## src/hw/rtl/sdc_ram.sv

```systemverilog
// ----------------------------------------------------------------------------
// sdc_ram
// Generic simple dual-port RAM: one write port, one read port with
// registered read data.
// ----------------------------------------------------------------------------
module sdc_ram #(
    parameter int WIDTH = 32,
    parameter int DEPTH = 18
) (
    input  logic                     i_clk,
    input  logic                     i_we,
    input  logic [$clog2(DEPTH)-1:0] i_waddr,
    input  logic [WIDTH-1:0]         i_wdata,
    input  logic [$clog2(DEPTH)-1:0] i_raddr,
    output logic [WIDTH-1:0]         o_rdata
);

    logic [WIDTH-1:0] r_mem [DEPTH];
    logic [WIDTH-1:0] r_rdata;

    always_ff @(posedge i_clk) begin
        if (i_we) begin
            r_mem[i_waddr] <= i_wdata;
        end
        r_rdata <= r_mem[i_raddr];
    end

    assign o_rdata = r_rdata;

endmodule

```

## config.mk

```make
export PLATFORM = sky130hd
export DESIGN_NAME = sdc_ram
export DESIGN_NICKNAME = d
export VERILOG_FILES = /design/src/hw/rtl/sdc_ram.sv
export SDC_FILE = /design/constraint.sdc
export NUM_CORES = 1
export LEC_CHECK = 0
export BUFFER_PORTS_ARGS = -buffer_cell sky130_fd_sc_hd__buf_2
export CORE_ASPECT_RATIO = 1.25
export CORE_MARGIN = 5
export CORE_UTILIZATION = 50
export DETAILED_ROUTE_END_ITERATION = 12
export GPL_TIMING_DRIVEN = 1
export PLACE_DENSITY = 0.66
export REMOVE_ABC_BUFFERS = 1
export SYNTH_ARGS = -nofsm -noshare
export SYNTH_HDL_FRONTEND = slang
export SYNTH_SLANG_ARGS = --single-unit
```

## constraint.sdc

```tcl
create_clock -name i_clk -period 6.8 [get_ports i_clk]
set_input_delay 1.7 -clock i_clk [delete_from_list [all_inputs] [get_ports i_clk]]
set_output_delay 1.7 -clock i_clk [all_outputs]
set_load 0.02 [all_outputs]
```

==> impl_metrics.tcl, run 1 <==
set metrics [dict create \
    outcome "complete, no violations" \
    final_cell_mix "edfxtp_1, mux4_2, mux2i_1" \
    cts_root_buf "clkbuf_16" \
    cp.required_ns 7.25 \
    placed_cell_area_um2 23800 \
    p_sw_share_pct 20.2 \
    yosysSeqAreaShare_pct 79.0 \
    cp-end-kind "flop" \
    clk_latency_ns 0.58 \
    crit_type "input port to flop" \
    route.detailed.drc 0 \
    ios 76 \
    tns_ns 0 \
    rows 87 \
    dp.final_hpwl_mm 24.2 \
    design_area_um2 25600 \
    io_buffers 75 \
    path_max_fanout 43 \
    start_kind "input port" \
    detail_route.wl_per_cell_um 26.7 \
    finalMaxSlewViolations 0 \
    drtAntennaViolNets 0 \
    irDropWorstVdd_uv 209 \
    grt_setup_unrepaired "false" \
    finalCritPeriodShare_pct 51.5 \
    final_layout_size_suffix_gt1_share_pct 28.0 \
    dp_cells 1674 \
    layout_min_cycle_time_ns 3.50 \
    syn_inst 1051 \
    first_iter_violations 797 \
    final-instance-count-excl-fill 1779 \
    antenna_found_initial 1 \
    initial_core_util_pct 50.4 \
    via_count 10500 \
    grt.overflow.total 0 \
    clockBufferDepth 3 \
    layout_commonest_cell "edfxtp_1" \
    ys_ff_latch 608 \
    p_switching_mw 1.54 \
    grt_start_max_net_pins 75 \
    cp_slowest_cell "and2_1" \
    total_power_mw 7.60 \
    viasPerCell 5.88 \
    ctsHoldBuffers 0 \
    path_buf_inv 2 \
    dpl_worst_slack_ns 2.64 \
    postCtsResizedCells 0 \
    hold_depth 3 \
    clock_sinks 608 \
    syn2layout_area_growth_pct 12.9 \
    postCtsSetupBuffers 0 \
    yosysWarnings 0 \
    cts_tree "done" \
    cts_made_buffers 55 \
    coreArea_um2 45100 \
    crit_arrival_ns 3.95 \
    gp_congestion 0.711 \
    fp.dieW_um 201 \
    fin_hold_ws_ns 0.592 \
    yosysUniqueCellTypes 22 \
    p_seq_share_pct 54.9 \
    power_frac_clock_pct 40.4 \
    reg2reg_depth 3 \
    layout.nets 1197 \
    routed_wl_mm 47.5 \
    fin_util_pct 56.9 \
    slew_headroom_pct 28.1 \
    setup_slack_ns 3.30 \
    netlist_area_um2 22700 \
    first_global_vias 10900 \
    power.leakage_nw 8.37 \
    critPathTopFamily "simple AND/OR/NAND/NOR gates" \
    tightest_slew_ns 1.08 \
    internal-power_mw 6.06 \
    die-area_um2 49800 \
    synth_area_per_cell_um2 21.6 \
    die_h_um 248 \
    grt_pass1_wl_mm 71.1 \
    clock.fmax_mhz 286 \
    cts-htree-levels 2 \
    crit_chain "clkbuf_8 -> and2_1 -> buf_4 -> a221oi_1 -> o21ai_1 -> o211ai_1" \
    crit_cells 6 \
    p_comb_share_pct 4.6 \
    p_per_area_nw_per_um2 296 \
    setup_violations 0 \
    hold_path.class "flop to flop" \
    path_clk_slew_ns 0.07 \
    slowest_delay_ns 0.93 \
    cap_violations 0 \
    first_pass_iters 5 \
    hold_viol 0 \
    clock-skew-final_ns 0.00882 \
    track_usage_pct 19.2 \
]
-- synth_stat cells (all sizes together) --
| master | count | area (µm²) |
|---|---|---|
| a221oi | 32 | 280 |
| and2 | 1 | 6.26 |
| buf | 38 | 257 |
| clkbuf | 20 | 75.1 |
| dfxtp | 32 | 641 |
| edfxtp | 576 | 17300 |
| mux2 | 32 | 360 |
| mux2i | 96 | 961 |
| mux4 | 96 | 2160 |
| nand2 | 34 | 128 |
| nand2b | 3 | 18.8 |
| nand3 | 2 | 10.0 |
| nand3b | 2 | 15.0 |
| nor2 | 14 | 52.6 |
| nor2b | 2 | 12.5 |
| nor3 | 5 | 25.0 |
| nor3b | 1 | 7.51 |
| o211ai | 32 | 240 |
| o21ai | 32 | 160 |
| or2 | 1 | 6.26 |
-- worst reg2reg max path, cell delays in order, from the launching register on --
cell and delay, ns:
edfxtp_1 0.36, mux4_2 0.47, mux2i_1 0.21, o211ai_1 0.12
-- layer usage --
metal  share of wire, %  track usage [%]
met1                 40             24.5
met5                  0                0
met3                4.0             2.71
met2                 54             35.5
met4                1.5             4.33
-- path summary, 6_finish.rpt --
path / from / end / slack (ns)
max: i_raddr[0] / o_rdata[22] / 3.30
min: r_mem[16][31] / o_rdata[31] / 0.59
max reg2reg: r_mem[15][23] / o_rdata[23] / 5.49
min reg2reg: r_mem[16][31] / o_rdata[31] / 0.59
-- cells by family (layout without fill, tap and decap cells) --
logic type	count (synthesis)	in the layout	share of synthesized area, %
AO/OA/AOI/OAI	96	96	3.00
flip-flops	608	608	79.0
buffers and inverters	58	206	1.46
AND/OR/NAND/NOR	65	65	1.24
other	0	2	0
multiplexers	224	224	15.3
-- final cells by class --
class	count	area (µm²)
repair buffers	103	603
flip-flops and latches	608	17900
diodes	2	5.00
fillers	3364	19400
well taps	578	723
clock inverters	28	270
multi-input cells	385	4580
clock buffers	75	1530
-- state kept, by name, summed over array words and instances (netlist names) --
signal / flops
r_mem: 576
o_rdata: 32
-- power by group through the flow --
stage	clock [mW]	sequential, mW	combinational [mW]
floorplan	0	4.27	0.146
global placement	0	4.25	0.351
detailed placement	0	4.25	0.358
CTS	3.13	4.17	0.359
global route	3.29	4.18	0.382
finish	3.07	4.17	0.353
(Power assumes the default switching activity.)
==> inputs of run 2 (changes only) <==
--- a/config.mk
+++ b/config.mk
@@ -11,7 +11,7 @@
 export CORE_UTILIZATION = 50
 export DETAILED_ROUTE_END_ITERATION = 12
 export GPL_TIMING_DRIVEN = 1
-export PLACE_DENSITY = 0.66
+export PLACE_DENSITY = 0.69
 export REMOVE_ABC_BUFFERS = 1
 export SYNTH_ARGS = -nofsm -noshare
 export SYNTH_HDL_FRONTEND = slang
==> constraint.sdc (replaced) <==
create_clock -name i_clk -period 2.8 [get_ports i_clk]
set_input_delay 0.7 -clock i_clk [delete_from_list [all_inputs] [get_ports i_clk]]
set_output_delay 0.7 -clock i_clk [all_outputs]
set_load 0.02 [all_outputs]
==> run 2 against run 1 <==
  * Clock power rose by 140%
  * Power up 140%
  * Register-to-register slack worse by 4.0 ns
  * Count of clock-buffer cells in the layout increased by 1
==> impl_metrics.tcl, run 2 (synthesis results as in run 1) <==
set metrics [dict create \
    grt_pass1_wl_mm 69.8 \
    initial_core_util_pct 50.4 \
    irDropWorstVdd_uv 452 \
    viasPerCell 5.91 \
    ctsHoldBuffers 0 \
    cp-end-kind "output port" \
    clockBufferDepth 3 \
    fp.dieW_um 201 \
    routed_wl_mm 45.9 \
    regMostFlops "r_mem" \
    crit_chain "buf_2" \
    cp.required_ns 2.10 \
    tightest_slew_ns 0.478 \
    postCtsResizedCells 0 \
    cp_slowest_cell "dfxtp_1" \
    fillers 3255 \
    route.detailed.drc 0 \
    path_max_fanout 1 \
    cts_made_buffers 54 \
    dpl_worst_slack_ns 0.472 \
    clk_latency_ns 0.58 \
    antenna_found_initial 3 \
    clock-skew-final_ns 0.0184 \
    die-area_um2 49800 \
    outcome "complete, no violations" \
    cts_tree "done" \
    drtAntennaViolNets 0 \
    start_kind "flop" \
    fin_hold_ws_ns 0.504 \
    finalMaxSlewViolations 0 \
    cts-htree-levels 2 \
    grt_start_max_net_pins 51 \
    crit_arrival_ns 1.15 \
    layout_min_cycle_time_ns 1.85 \
    total_power_mw 18.4 \
    layout_commonest_cell "edfxtp_1" \
    path_clk_slew_ns 0.06 \
    layout.nets 1215 \
    tns_ns 0 \
    final_layout_size_suffix_gt1_share_pct 28.8 \
    first_global_vias 11100 \
    postCtsSetupBuffers 0 \
    slowest_delay_ns 0.39 \
    first_iter_violations 893 \
    syn2layout_area_growth_pct 14.9 \
    cts_root_buf "clkbuf_16" \
    power.leakage_nw 8.52 \
    largest_register_ffs 576 \
    path_buf_inv 1 \
    die_h_um 248 \
    io_buffers 75 \
    first_pass_iters 5 \
    slew_headroom_pct 68.1 \
    detail_route.wl_per_cell_um 25.6 \
    final_cell_mix "edfxtp_1, mux4_2, mux2i_1" \
    grt_setup_unrepaired "false" \
    rows 87 \
    coreArea_um2 45100 \
    clock.fmax_mhz 539 \
    crit_type "flop to output port" \
    setup_violations 0 \
    finalCritPeriodShare_pct 66.2 \
    p_per_area_nw_per_um2 704 \
    setup_slack_ns 0.946 \
    clock_sinks 608 \
    dp.final_hpwl_mm 24.7 \
    grt.overflow.total 0 \
    via_count 10600 \
    hold_viol 0 \
    critPathTopFamily "flip-flops" \
    gp_congestion 0.751 \
    track_usage_pct 18.6 \
    hold_path.class "input port to flop" \
    cap_violations 0 \
    ios 76 \
]
[run 2: cell types whose count changed in the layout (fill, tap and decap cells not counted)]
cell | before | now
clkinv_2 | 16 | 9
buf_4 | 29 | 21
inv_6 | 2 | 1
clkbuf_16 | 57 | 55
clkbuf_8 | 5 | 7
clkbuf_1 | 14 | 15
buf_12 | 0 | 27
clkinvlp_4 | 1 | 3
clkinv_1 | 4 | 6
clkinv_4 | 0 | 1
[run 2: path summary, 6_finish.rpt]
| check | from | endpoint | slack [ns] | cells past startpoint |
|---|---|---|---|---|
| setup reg to reg | r_mem[5][14] | o_rdata[14] | 1.45 | 3 |
| hold reg to reg | r_mem[16][12] | o_rdata[12] | 0.60 | 3 |
| hold / removal | i_wdata[16] | r_mem[8][16] | 0.50 | 1 |
| setup / recovery | o_rdata[1] | o_rdata[1] | 0.95 | 1 |
[run 2: metrics by stage]
step	area [µm²]	utilization, %	std cells
after floorplan	22400	-	993
after global placement	24300	54.0	1693
after detailed placement	24300	54.0	1693
after CTS	26100	57.9	1794
after global routing	26100	57.9	1794
final	26100	57.9	1796
[run 2: area by class of cell]
type / instances / area, µm² / area share, %
Antenna cell: 2 / 5.00 / 0.0192
Clock buffer: 76 / 1520 / 5.81
Clock inverter: 25 / 258 / 0.988
Multi-Input combinational cell: 385 / 4580 / 17.5
Sequential cell: 608 / 17900 / 68.7
Tap cell: 578 / 723 / 2.77
Timing Repair Buffer: 122 / 1080 / 4.15
[run 2: report_power, final]
group	internal, mW	total [mW]	switching (mW)	leakage (nW)
logic	0.357	0.900	0.543	2.20
clock network	4.23	7.33	3.09	0.863
registers	10.1	10.1	0.0414	5.46
total	14.7	18.4	3.68	8.52
[run 2: per-layer routing]
metal / track usage (%) / share of wire [%] / up-vias
li1: - / - / 4615
met1: 25.0 / 41 / 5610
met2: 32.6 / 52 / 322
met3: 2.90 / 5.4 / 71
met4: 4.33 / 1.9 / 0
met5: 0 / 0 / -
